==> src/rtl/ard_pkg.sv <==
`timescale 1ns / 1ps
package ard_pkg;

  typedef enum logic [1:0] {
    CMD_ACCESS = 2'd0,
    CMD_ADD    = 2'd1,
    CMD_REMOVE = 2'd2,
    CMD_UNUSED = 2'd3
  } cmd_e;

  typedef enum logic [2:0] {
    ST_SEGMENT   = 3'd0,
    ST_FAULT     = 3'd1,
    ST_ADDED     = 3'd2,
    ST_REJECTED  = 3'd3,
    ST_REMOVED   = 3'd4,
    ST_NOT_FOUND = 3'd5
  } status_e;

  // Query travelling down the chain of region cells.
  typedef struct packed {
    logic [1:0]  cmd;
    logic [32:0] cur;     // access cursor, or base for add and remove
    logic [32:0] qend;    // end of the region being added
    logic        hit;     // an earlier cell matched (access or remove)
    logic        overlap; // an earlier cell overlaps the new region
    logic        slot;    // an earlier free cell has claimed the add
    logic [3:0]  dev;
    logic [32:0] seg_end; // end of the matched region
    logic [31:0] off;     // device offset of the matched region at cur
  } query_t;

  // Data handed to a cell on a successful add.
  typedef struct packed {
    logic [31:0] base;
    logic [32:0] rend;
    logic [3:0]  dev;
    logic [31:0] off;
  } region_t;

endpackage

==> src/rtl/ard_cell.sv <==
`timescale 1ns / 1ps
module ard_cell import ard_pkg::*; (
  input  logic    clk_i,
  input  logic    rst_ni,
  input  logic    step_i,
  input  logic    commit_i,
  input  region_t region_i,
  input  query_t  q_i,
  output query_t  q_o
);

  logic        valid_q, valid_d;
  logic [31:0] base_q;
  logic [32:0] end_q;
  logic [3:0]  dev_q;
  logic [31:0] off_q;
  query_t      q_d, q_q;
  logic        claim;

  always_comb begin
    q_d     = q_i;
    valid_d = valid_q;
    claim   = 1'b0;
    unique case (q_i.cmd)
      CMD_ACCESS: begin
        if (!q_i.hit && valid_q && {1'b0, base_q} <= q_i.cur && q_i.cur < end_q) begin
          q_d.hit     = 1'b1;
          q_d.dev     = dev_q;
          q_d.seg_end = end_q;
          q_d.off     = q_i.cur[31:0] - base_q + off_q;
        end
      end
      CMD_ADD: begin
        if (valid_q) begin
          if ({1'b0, base_q} < q_i.qend && q_i.cur < end_q) q_d.overlap = 1'b1;
        end else if (!q_i.slot) begin
          q_d.slot = 1'b1;
          claim    = 1'b1;
        end
      end
      CMD_REMOVE: begin
        if (!q_i.hit && valid_q && base_q == q_i.cur[31:0]) begin
          q_d.hit = 1'b1;
          if (step_i) valid_d = 1'b0;
        end
      end
      default: ;
    endcase
  end

  // The claiming cell of an add remembers its claim until the verdict arrives.
  // Only an add request passing through the cell, or a commit, updates the claim.
  logic pend_q;

  always_ff @(posedge clk_i or negedge rst_ni) begin
    if (!rst_ni) begin
      valid_q <= 1'b0;
      pend_q  <= 1'b0;
    end else begin
      if (step_i) begin
        valid_q <= valid_d;
        if (q_i.cmd == CMD_ADD) pend_q <= claim;
      end else if (commit_i && pend_q) begin
        valid_q <= 1'b1;
        pend_q  <= 1'b0;
      end
    end
  end

  always_ff @(posedge clk_i) begin
    if (step_i) q_q <= q_d;
    if (commit_i && pend_q && !step_i) begin
      base_q <= region_i.base;
      end_q  <= region_i.rend;
      dev_q  <= region_i.dev;
      off_q  <= region_i.off;
    end
  end

  assign q_o = q_q;

endmodule

==> src/rtl/address_region_decoder.sv <==
`timescale 1ns / 1ps
// Bus address decoder over a table of MAX_REGIONS regions held in a chain of
// cells, one region per cell. A request enters the head of the chain and moves
// one cell per cycle; each cell compares it with its own region and passes the
// query, with what it learned, to the next. An add or remove request makes one
// pass through the chain, and its result is loaded into the output register
// when the pass reaches the tail. An access makes one pass for each segment;
// a pass that finds no region yields the fault for a gap or for a range past
// 2^32. After MAX_REGIONS segments, a range that is still not covered faults,
// and an empty or oversized access skips the chain and goes to the fault.
// While the output register holds a result that has not been accepted, the
// finished pass waits at the tail of the chain. Requests are handled one at a
// time; the block is ready for the next request in the cycle after the last
// result of the current one has been loaded into the output register.
module address_region_decoder import ard_pkg::*; #(
  parameter int MAX_REGIONS      = 8,
  parameter int NUM_DEVICES      = 16,
  parameter int MAX_ACCESS_BYTES = 4096
) (
  input  logic        clk_i,
  input  logic        rst_ni,
  input  logic        in_valid_i,
  output logic        in_ready_o,
  input  logic [1:0]  command_i,
  input  logic [31:0] address_i,
  input  logic [12:0] access_size_i,
  input  logic        write_not_read_i,
  input  logic [31:0] region_size_i,
  input  logic [3:0]  device_number_i,
  input  logic [31:0] device_base_offset_i,
  output logic        out_valid_o,
  input  logic        out_ready_i,
  output logic [2:0]  status_o,
  output logic [3:0]  target_device_o,
  output logic [31:0] target_offset_o,
  output logic [12:0] segment_length_o,
  output logic        direction_o,
  output logic        last_o
);

  localparam int CW = $clog2(MAX_REGIONS + 2);

  typedef enum logic [3:0] {
    S_IDLE = 4'b0001,
    S_RUN  = 4'b0010,
    S_EMIT = 4'b0100,
    S_WAIT = 4'b1000
  } state_e;

  state_e       state_q, state_d;
  logic [CW-1:0] cnt_q, cnt_d;
  logic [32:0]  cur_q, cur_d, stop_q, end_q;
  logic [1:0]   cmd_q;
  logic         dir_q;
  logic [CW-1:0] nseg_q, nseg_d;
  region_t      reg_q;
  logic         reject_q;

  query_t q [MAX_REGIONS+1];
  query_t head;
  logic   step, commit;

  always_comb begin
    head      = '0;
    head.cmd  = (state_q == S_RUN && cnt_q == '0) ? cmd_q : CMD_UNUSED;
    head.cur  = cur_q;
    head.qend = end_q;
  end

  assign q[0] = head;

  // The chain holds still while the query sits at its tail, so a stalled
  // output keeps the verdict and the claim of an add intact.
  assign step = (state_q == S_RUN) && (cnt_q != CW'(MAX_REGIONS));

  for (genvar i = 0; i < MAX_REGIONS; i++) begin : g_cell
    ard_cell u_cell (
      .clk_i, .rst_ni,
      .step_i  (step),
      .commit_i(commit),
      .region_i(reg_q),
      .q_i     (q[i]),
      .q_o     (q[i+1])
    );
  end

  query_t tail;
  assign tail = q[MAX_REGIONS];

  logic        ov_valid_q;
  logic [2:0]  ov_st_q;
  logic [3:0]  ov_dev_q;
  logic [31:0] ov_off_q;
  logic [12:0] ov_len_q;
  logic        ov_dir_q, ov_last_q;

  logic        load;
  logic [2:0]  n_st;
  logic [3:0]  n_dev;
  logic [31:0] n_off;
  logic [12:0] n_len;
  logic        n_dir, n_last;
  logic [32:0] seg_end;

  assign in_ready_o = (state_q == S_IDLE);
  assign seg_end    = (tail.seg_end < stop_q) ? tail.seg_end : stop_q;

  always_comb begin
    state_d = state_q;
    cnt_d   = cnt_q;
    cur_d   = cur_q;
    nseg_d  = nseg_q;
    load    = 1'b0;
    commit  = 1'b0;
    n_st = ST_SEGMENT; n_dev = '0; n_off = '0; n_len = '0; n_dir = 1'b0; n_last = 1'b0;
    unique case (state_q)
      S_IDLE: begin
        if (in_valid_i) begin
          cnt_d   = '0;
          nseg_d  = '0;
          cur_d   = (command_i == CMD_ACCESS) ? {1'b0, address_i} : {1'b0, address_i};
          if (command_i == CMD_UNUSED) state_d = S_IDLE;
          else if (command_i == CMD_ACCESS &&
                   (access_size_i == '0 || 32'(access_size_i) > MAX_ACCESS_BYTES))
            state_d = S_EMIT;
          else state_d = S_RUN;
        end
      end
      S_RUN: begin
        cnt_d = cnt_q + 1'b1;
        if (cnt_q == CW'(MAX_REGIONS)) begin
          if (!ov_valid_q || out_ready_i) begin
            load  = 1'b1;
            cnt_d = '0;
            unique case (cmd_q)
              CMD_ADD: begin
                n_last = 1'b1;
                if (reject_q || tail.overlap || !tail.slot) n_st = ST_REJECTED;
                else begin
                  n_st   = ST_ADDED;
                  commit = 1'b1;
                end
                state_d = S_IDLE;
              end
              CMD_REMOVE: begin
                n_last  = 1'b1;
                n_st    = tail.hit ? ST_REMOVED : ST_NOT_FOUND;
                state_d = S_IDLE;
              end
              default: begin
                n_dir = dir_q;
                if (tail.hit) begin
                  n_dev  = tail.dev;
                  n_off  = tail.off;
                  n_len  = 13'(seg_end - cur_q);
                  cur_d  = seg_end;
                  nseg_d = nseg_q + 1'b1;
                  if (seg_end == stop_q) begin
                    n_last  = 1'b1;
                    state_d = S_IDLE;
                  end else if (32'(nseg_q) + 1 == MAX_REGIONS) begin
                    state_d = S_EMIT;
                  end
                end else begin
                  n_st    = ST_FAULT;
                  n_off   = cur_q[31:0];
                  n_last  = 1'b1;
                  state_d = S_IDLE;
                end
              end
            endcase
          end else begin
            cnt_d = cnt_q;
          end
        end
      end
      S_EMIT: begin
        if (!ov_valid_q || out_ready_i) begin
          load    = 1'b1;
          n_st    = ST_FAULT;
          n_off   = cur_q[31:0];
          n_dir   = dir_q;
          n_last  = 1'b1;
          state_d = S_IDLE;
        end
      end
      default: state_d = S_IDLE;
    endcase
  end

  // Commit writes the cells on the cycle the add leaves S_RUN; step is then low.
  always_ff @(posedge clk_i or negedge rst_ni) begin
    if (!rst_ni) begin
      state_q    <= S_IDLE;
      cnt_q      <= '0;
      ov_valid_q <= 1'b0;
    end else begin
      state_q <= state_d;
      cnt_q   <= cnt_d;
      if (load) ov_valid_q <= 1'b1;
      else if (out_ready_i) ov_valid_q <= 1'b0;
    end
  end

  // The cell write happens while state is leaving S_RUN; hold step low there.
  always_ff @(posedge clk_i) begin
    cur_q  <= cur_d;
    nseg_q <= nseg_d;
    if (in_valid_i && in_ready_o) begin
      cmd_q    <= command_i;
      dir_q    <= write_not_read_i;
      stop_q   <= {1'b0, address_i} + 33'(access_size_i);
      end_q    <= ({1'b0, address_i} + {1'b0, region_size_i} > 33'h1_0000_0000) ?
                  33'h1_0000_0000 : {1'b0, address_i} + {1'b0, region_size_i};
      reject_q <= (region_size_i == '0) || (32'(device_number_i) >= NUM_DEVICES);
      reg_q.base <= address_i;
      reg_q.rend <= ({1'b0, address_i} + {1'b0, region_size_i} > 33'h1_0000_0000) ?
                    33'h1_0000_0000 : {1'b0, address_i} + {1'b0, region_size_i};
      reg_q.dev  <= device_number_i;
      reg_q.off  <= device_base_offset_i;
    end
    if (load) begin
      ov_st_q   <= n_st;
      ov_dev_q  <= n_dev;
      ov_off_q  <= n_off;
      ov_len_q  <= n_len;
      ov_dir_q  <= n_dir;
      ov_last_q <= n_last;
    end
  end

  assign out_valid_o      = ov_valid_q;
  assign status_o         = ov_st_q;
  assign target_device_o  = ov_dev_q;
  assign target_offset_o  = ov_off_q;
  assign segment_length_o = ov_len_q;
  assign direction_o      = ov_dir_q;
  assign last_o           = ov_last_q;

endmodule

==> config.mk <==
export PLATFORM = sky130hd
export DESIGN_NAME = address_region_decoder
export DESIGN_NICKNAME = d
export VERILOG_FILES = /design/src/rtl/ard_pkg.sv /design/src/rtl/ard_cell.sv /design/src/rtl/address_region_decoder.sv
export SDC_FILE = /design/constraint.sdc
export NUM_CORES = 2
export LEC_CHECK = 0
export BUFFER_PORTS_ARGS = -buffer_cell sky130_fd_sc_hd__buf_2
export CAP_MARGIN = 15
export CORE_UTILIZATION = 55
export DETAILED_ROUTE_END_ITERATION = 12
export GPL_TIMING_DRIVEN = 0
export PLACE_DENSITY_LB_ADDON = 0.12
export SLEW_MARGIN = 20
export SYNTH_ARGS = -nofsm -noshare
export SYNTH_HDL_FRONTEND = slang
export SYNTH_SLANG_ARGS = --single-unit
export TNS_END_PERCENT = 100
==> constraint.sdc <==
create_clock -name clk_i -period 30.1 [get_ports clk_i]
set_clock_uncertainty 0.1 [all_clocks]
set_input_delay 6.02 -clock clk_i [delete_from_list [all_inputs] [get_ports clk_i]]
set_output_delay 6.02 -clock clk_i [all_outputs]
set_load 0.01 [all_outputs]
==> impl_metrics.py <==
metrics = {
    "worst_setup_path": {
        "cp-start-kind": "primary input",
        "worstPathMaxFanout": 4,
        "critical_path_class": "primary input to flop",
        "crit_top_cell": "a41oi_1",
        "cp.required_ns": 30.68,
        "cp_slowest_stage_delay_ns": 0.60,
        "crit_chain": "buf_2 -> ha_1 -> fa_1 -> a21o_1 -> a221oi_1 -> o2111ai_1 -> a41oi_1 -> xnor2_1 -> nor4_1 -> and4_1 -> nand4_1 -> nor4b_1 -> a41oi_1 -> nor2_1",
        "critPathArrivalTime_ns": 10.57,
        "critical_path.slowest_cell": "nor4_1",
        "cp-end-kind": "flop",
    },
    "global_route": {
        "grt_pass1_wl_um": 477000,
        "grt_max_degree": 107,
        "track_usage_pct": 32.0,
        "first_global_vias": 73500,
        "gr-total-overflow": 0,
        "grt_antenna_before_repair": 31,
    },
    "clock_tree": {
        "post_cts_buffers": 0,
        "cts_sinks": 2113,
        "clockRootBuffer": "clkbuf_16",
        "numCtsBuffers": 219,
        "clockBufferDepth": 3,
        "clk_pin_slew_ns": 0.06,
        "cts_tree": "done",
        "clock_latency_ns": 0.88,
        "cts_resized": 0,
        "cts_hold_buf": 0,
        "htreeDepth": 4,
    },
    "drt": {
        "vias": 73600,
        "drt_iter0_markers": 7605,
        "wl_per_cell_um": 27.2,
        "drc_errors": 0,
        "drtPass1Iterations": 5,
        "wirelength_um": 337000,
        "ant_nets": 0,
        "routed_via_density": 5.94,
    },
    "worst_hold_path": {
        "hold_path.class": "flop to flop",
    },
    "cells_and_area": {
        "final_nets": 11000,
        "syn_to_final_growth_pct": 10.9,
        "fin_util_pct": 61.3,
        "drive_above_1_share_pct": 11.2,
        "fill_cells": 16100,
    },
    "place": {
        "hpwl_um": 271000,
        "port_buffers": 175,
        "gp_congestion": 1.00,
    },
    "logic_synthesis": {
        "synthesis.area_sq_um": 114000,
        "synth.area.top_cells": "edfxtp_1, ha_1, inv_1, fa_1, mux2_2",
        "synth.yosys.seq_area_share_pct": 55.4,
        "ys.flop_type": "edfxtp_1",
        "yosys.area.top_type": "edfxtp_1",
        "synth_warnings": 0,
        "synthArstFlopShare_pct": 1.14,
        "yosys.cell_count.top_type": "edfxtp_1",
        "yosys-top-cells-count": "edfxtp_1, inv_1, ha_1, a21oi_1, mux2_2",
        "synth_edf_count": 2089,
        "synth_top_area_share_pct": 54.8,
        "syn_nets": 10500,
        "synth_seq_cells": 2113,
        "avgSynthCellArea_sq_um": 12.6,
        "syn_inst": 9044,
        "synth_cell_type_count": 96,
    },
    "power": {
        "p_sw_share_pct": 30.4,
        "power_switching_w": 0.00257,
        "p_int_w": 0.00589,
        "power_frac_comb_pct": 20.1,
        "clkPwrFrac_pct": 32.3,
        "power.density_nw_per_um2": 66.7,
        "irDropWorstVdd_mv": 0.0657,
        "seq_power_share_pct": 47.6,
        "leakagePower_nw": 53.2,
    },
    "die": {
        "die-area_sq_um": 210000,
        "fp.coreArea_sq_um": 207000,
        "start_util_pct": 55.3,
        "io-pin-count": 176,
        "rows": 167,
        "die_w_um": 458,
        "die_h_um": 458,
    },
    "timing": {
        "slew_violations": 0,
        "achievable-frequency_mhz": 100,
        "worst_pin_slew_ns": 1.24,
        "hold_violations": 0,
        "period_share_pct": 33.2,
        "final-setup-viol-count": 0,
        "whs_ns": 0.345,
        "finalSetupTns_ns": 0,
        "rsz0062_at_grt": "no",
        "relSlewSlack_pct": 15.2,
        "period_minus_slack_ns": 10.0,
    },
    "job": {
        "maxCapViolations": 0,
    },
    "run_status": {
        "outcome": "finished clean",
    },
}
[state kept, by name, indices dropped and copies added, names as in the netlist, 2 cells and up]
name,count
nseg_q,4
target_device_o,4
g_cell.u_cell.dev_q,32
g_cell.u_cell.off_q,256
g_cell.u_cell.q_o,1052
reg_q,101
g_cell.u_cell.end_q,264
target_offset_o,32
stop_q,33
g_cell.u_cell.base_q,256
cnt_q,4
g_cell.u_cell.valid_q,8
cmd_q,2
g_cell.u_cell.pend_q,8
state_q,3
segment_length_o,13
status_o,3
cur_q,33
[worst paths after layout]
kind	slack, ns	depth (start not counted)	start	end
max	20.10	14	address_i[0]	reg_q[44]$_SDFFCE_PN0P_
min	0.35	0	g_cell[5].u_cell.q_o[93]$_DFFE_PP_	g_cell[6].u_cell.q_o[93]$_DFFE_PP_
max reg2reg	21.54	26	g_cell[7].u_cell.q_o[34]$_DFFE_PP_	segment_length_o[12]$_SDFFCE_PP0P_
min reg2reg	0.35	0	g_cell[5].u_cell.q_o[93]$_DFFE_PP_	g_cell[6].u_cell.q_o[93]$_DFFE_PP_
max in group asynchronous	24.15	1	rst_ni	g_cell[7].u_cell.pend_q$_DFFE_PN0P_
min in group asynchronous	5.17	1	rst_ni	cnt_q[3]$_DFFE_PN0P_
[through the flow]
step | area [sq um] | power, W | worst slack (ns) | cells
after floorplan | 114000 | 0.00525 | 4.17 | 9044
after global placement | 119000 | 0.00607 | -18.29 | 11900
after detailed placement | 120000 | 0.00575 | 19.37 | 12000
after CTS | 127000 | 0.00847 | 20.28 | 12400
after global routing | 127000 | 0.00877 | 20.16 | 12400
final | 127000 | 0.00846 | 20.10 | 12400
[final cells by class]
cell class	instances	area, sq um	area share, %
Antenna cell	15	37.5	0.0296
Buffer	103	489	0.386
Clock buffer	279	5870	4.63
Clock inverter	129	1290	1.02
Inverter	1638	6160	4.86
Multi-Input combinational cell	5190	44600	35.1
Sequential cell	2113	63300	49.9
Tap cell	2704	3380	2.67
Timing Repair Buffer	214	1750	1.38
[cell usage in the layout, fill, tap and decap left out, types with 49 or more instances in the layout]
cell       instances
and3_1            60
xnor2_1          226
a211oi_1          49
o21ai_0          375
nor2_1           359
fa_1             251
nor3_1           101
xor2_1            86
o21a_1            89
edfxtp_1        2089
inv_1           1636
nand4_1          112
clkbuf_16        224
nor2b_1          109
clkbuf_1          99
buf_2            202
ha_1            1111
a21o_1           271
nand2_1          282
mux2_2           421
nand3_1          126
a21oi_1          430
nand2b_1         119
[power groups by stage]
stage,clock (W),sequential [W],combinational [W]
after CTS,0.00277,0.00401,0.00169
after detailed placement,0,0.00407,0.00167
final,0.00274,0.00403,0.00170
after global routing,0.00287,0.00405,0.00186
after floorplan,0,0.00413,0.00113
after global placement,0,0.00448,0.00159
[worst max-delay path: cells and delay by family]
family / cells / cell delay, ns
xor gates and xnor gates: 1 / 0.12
adders and majority gates: 2 / 0.69
and+or+nand+nor: 5 / 1.74
AOI/OAI and AO/OA: 5 / 1.85
buffers and inverters: 1 / 0.15
[cell families after synthesis]
kind of cell	after synthesis	share of synthesized area, %
muxes	439	4.31
AOI/OAI and AO/OA	1621	9.15
and+or+nand+nor	1454	6.42
DFF	2113	55.4
adders and majority gates	1362	16.5
xor gates and xnor gates	314	2.42
buffers and inverters	1741	5.79
[per-layer routing]
| metal | wire length, um | GRT usage [%] | vias up | share of wire (%) |
|---|---|---|---|---|
| li1 | - | - | 33200 | - |
| met1 | 143000 | 45.5 | 36700 | 42 |
| met2 | 149000 | 49.0 | 3158 | 44 |
| met3 | 28200 | 3.73 | 571 | 8.4 |
| met4 | 17800 | 15.5 | 4 | 5.3 |
| met5 | 18 | 0 | - | 0.0053 |
Note: power is estimated with default switching activity, not from simulation.
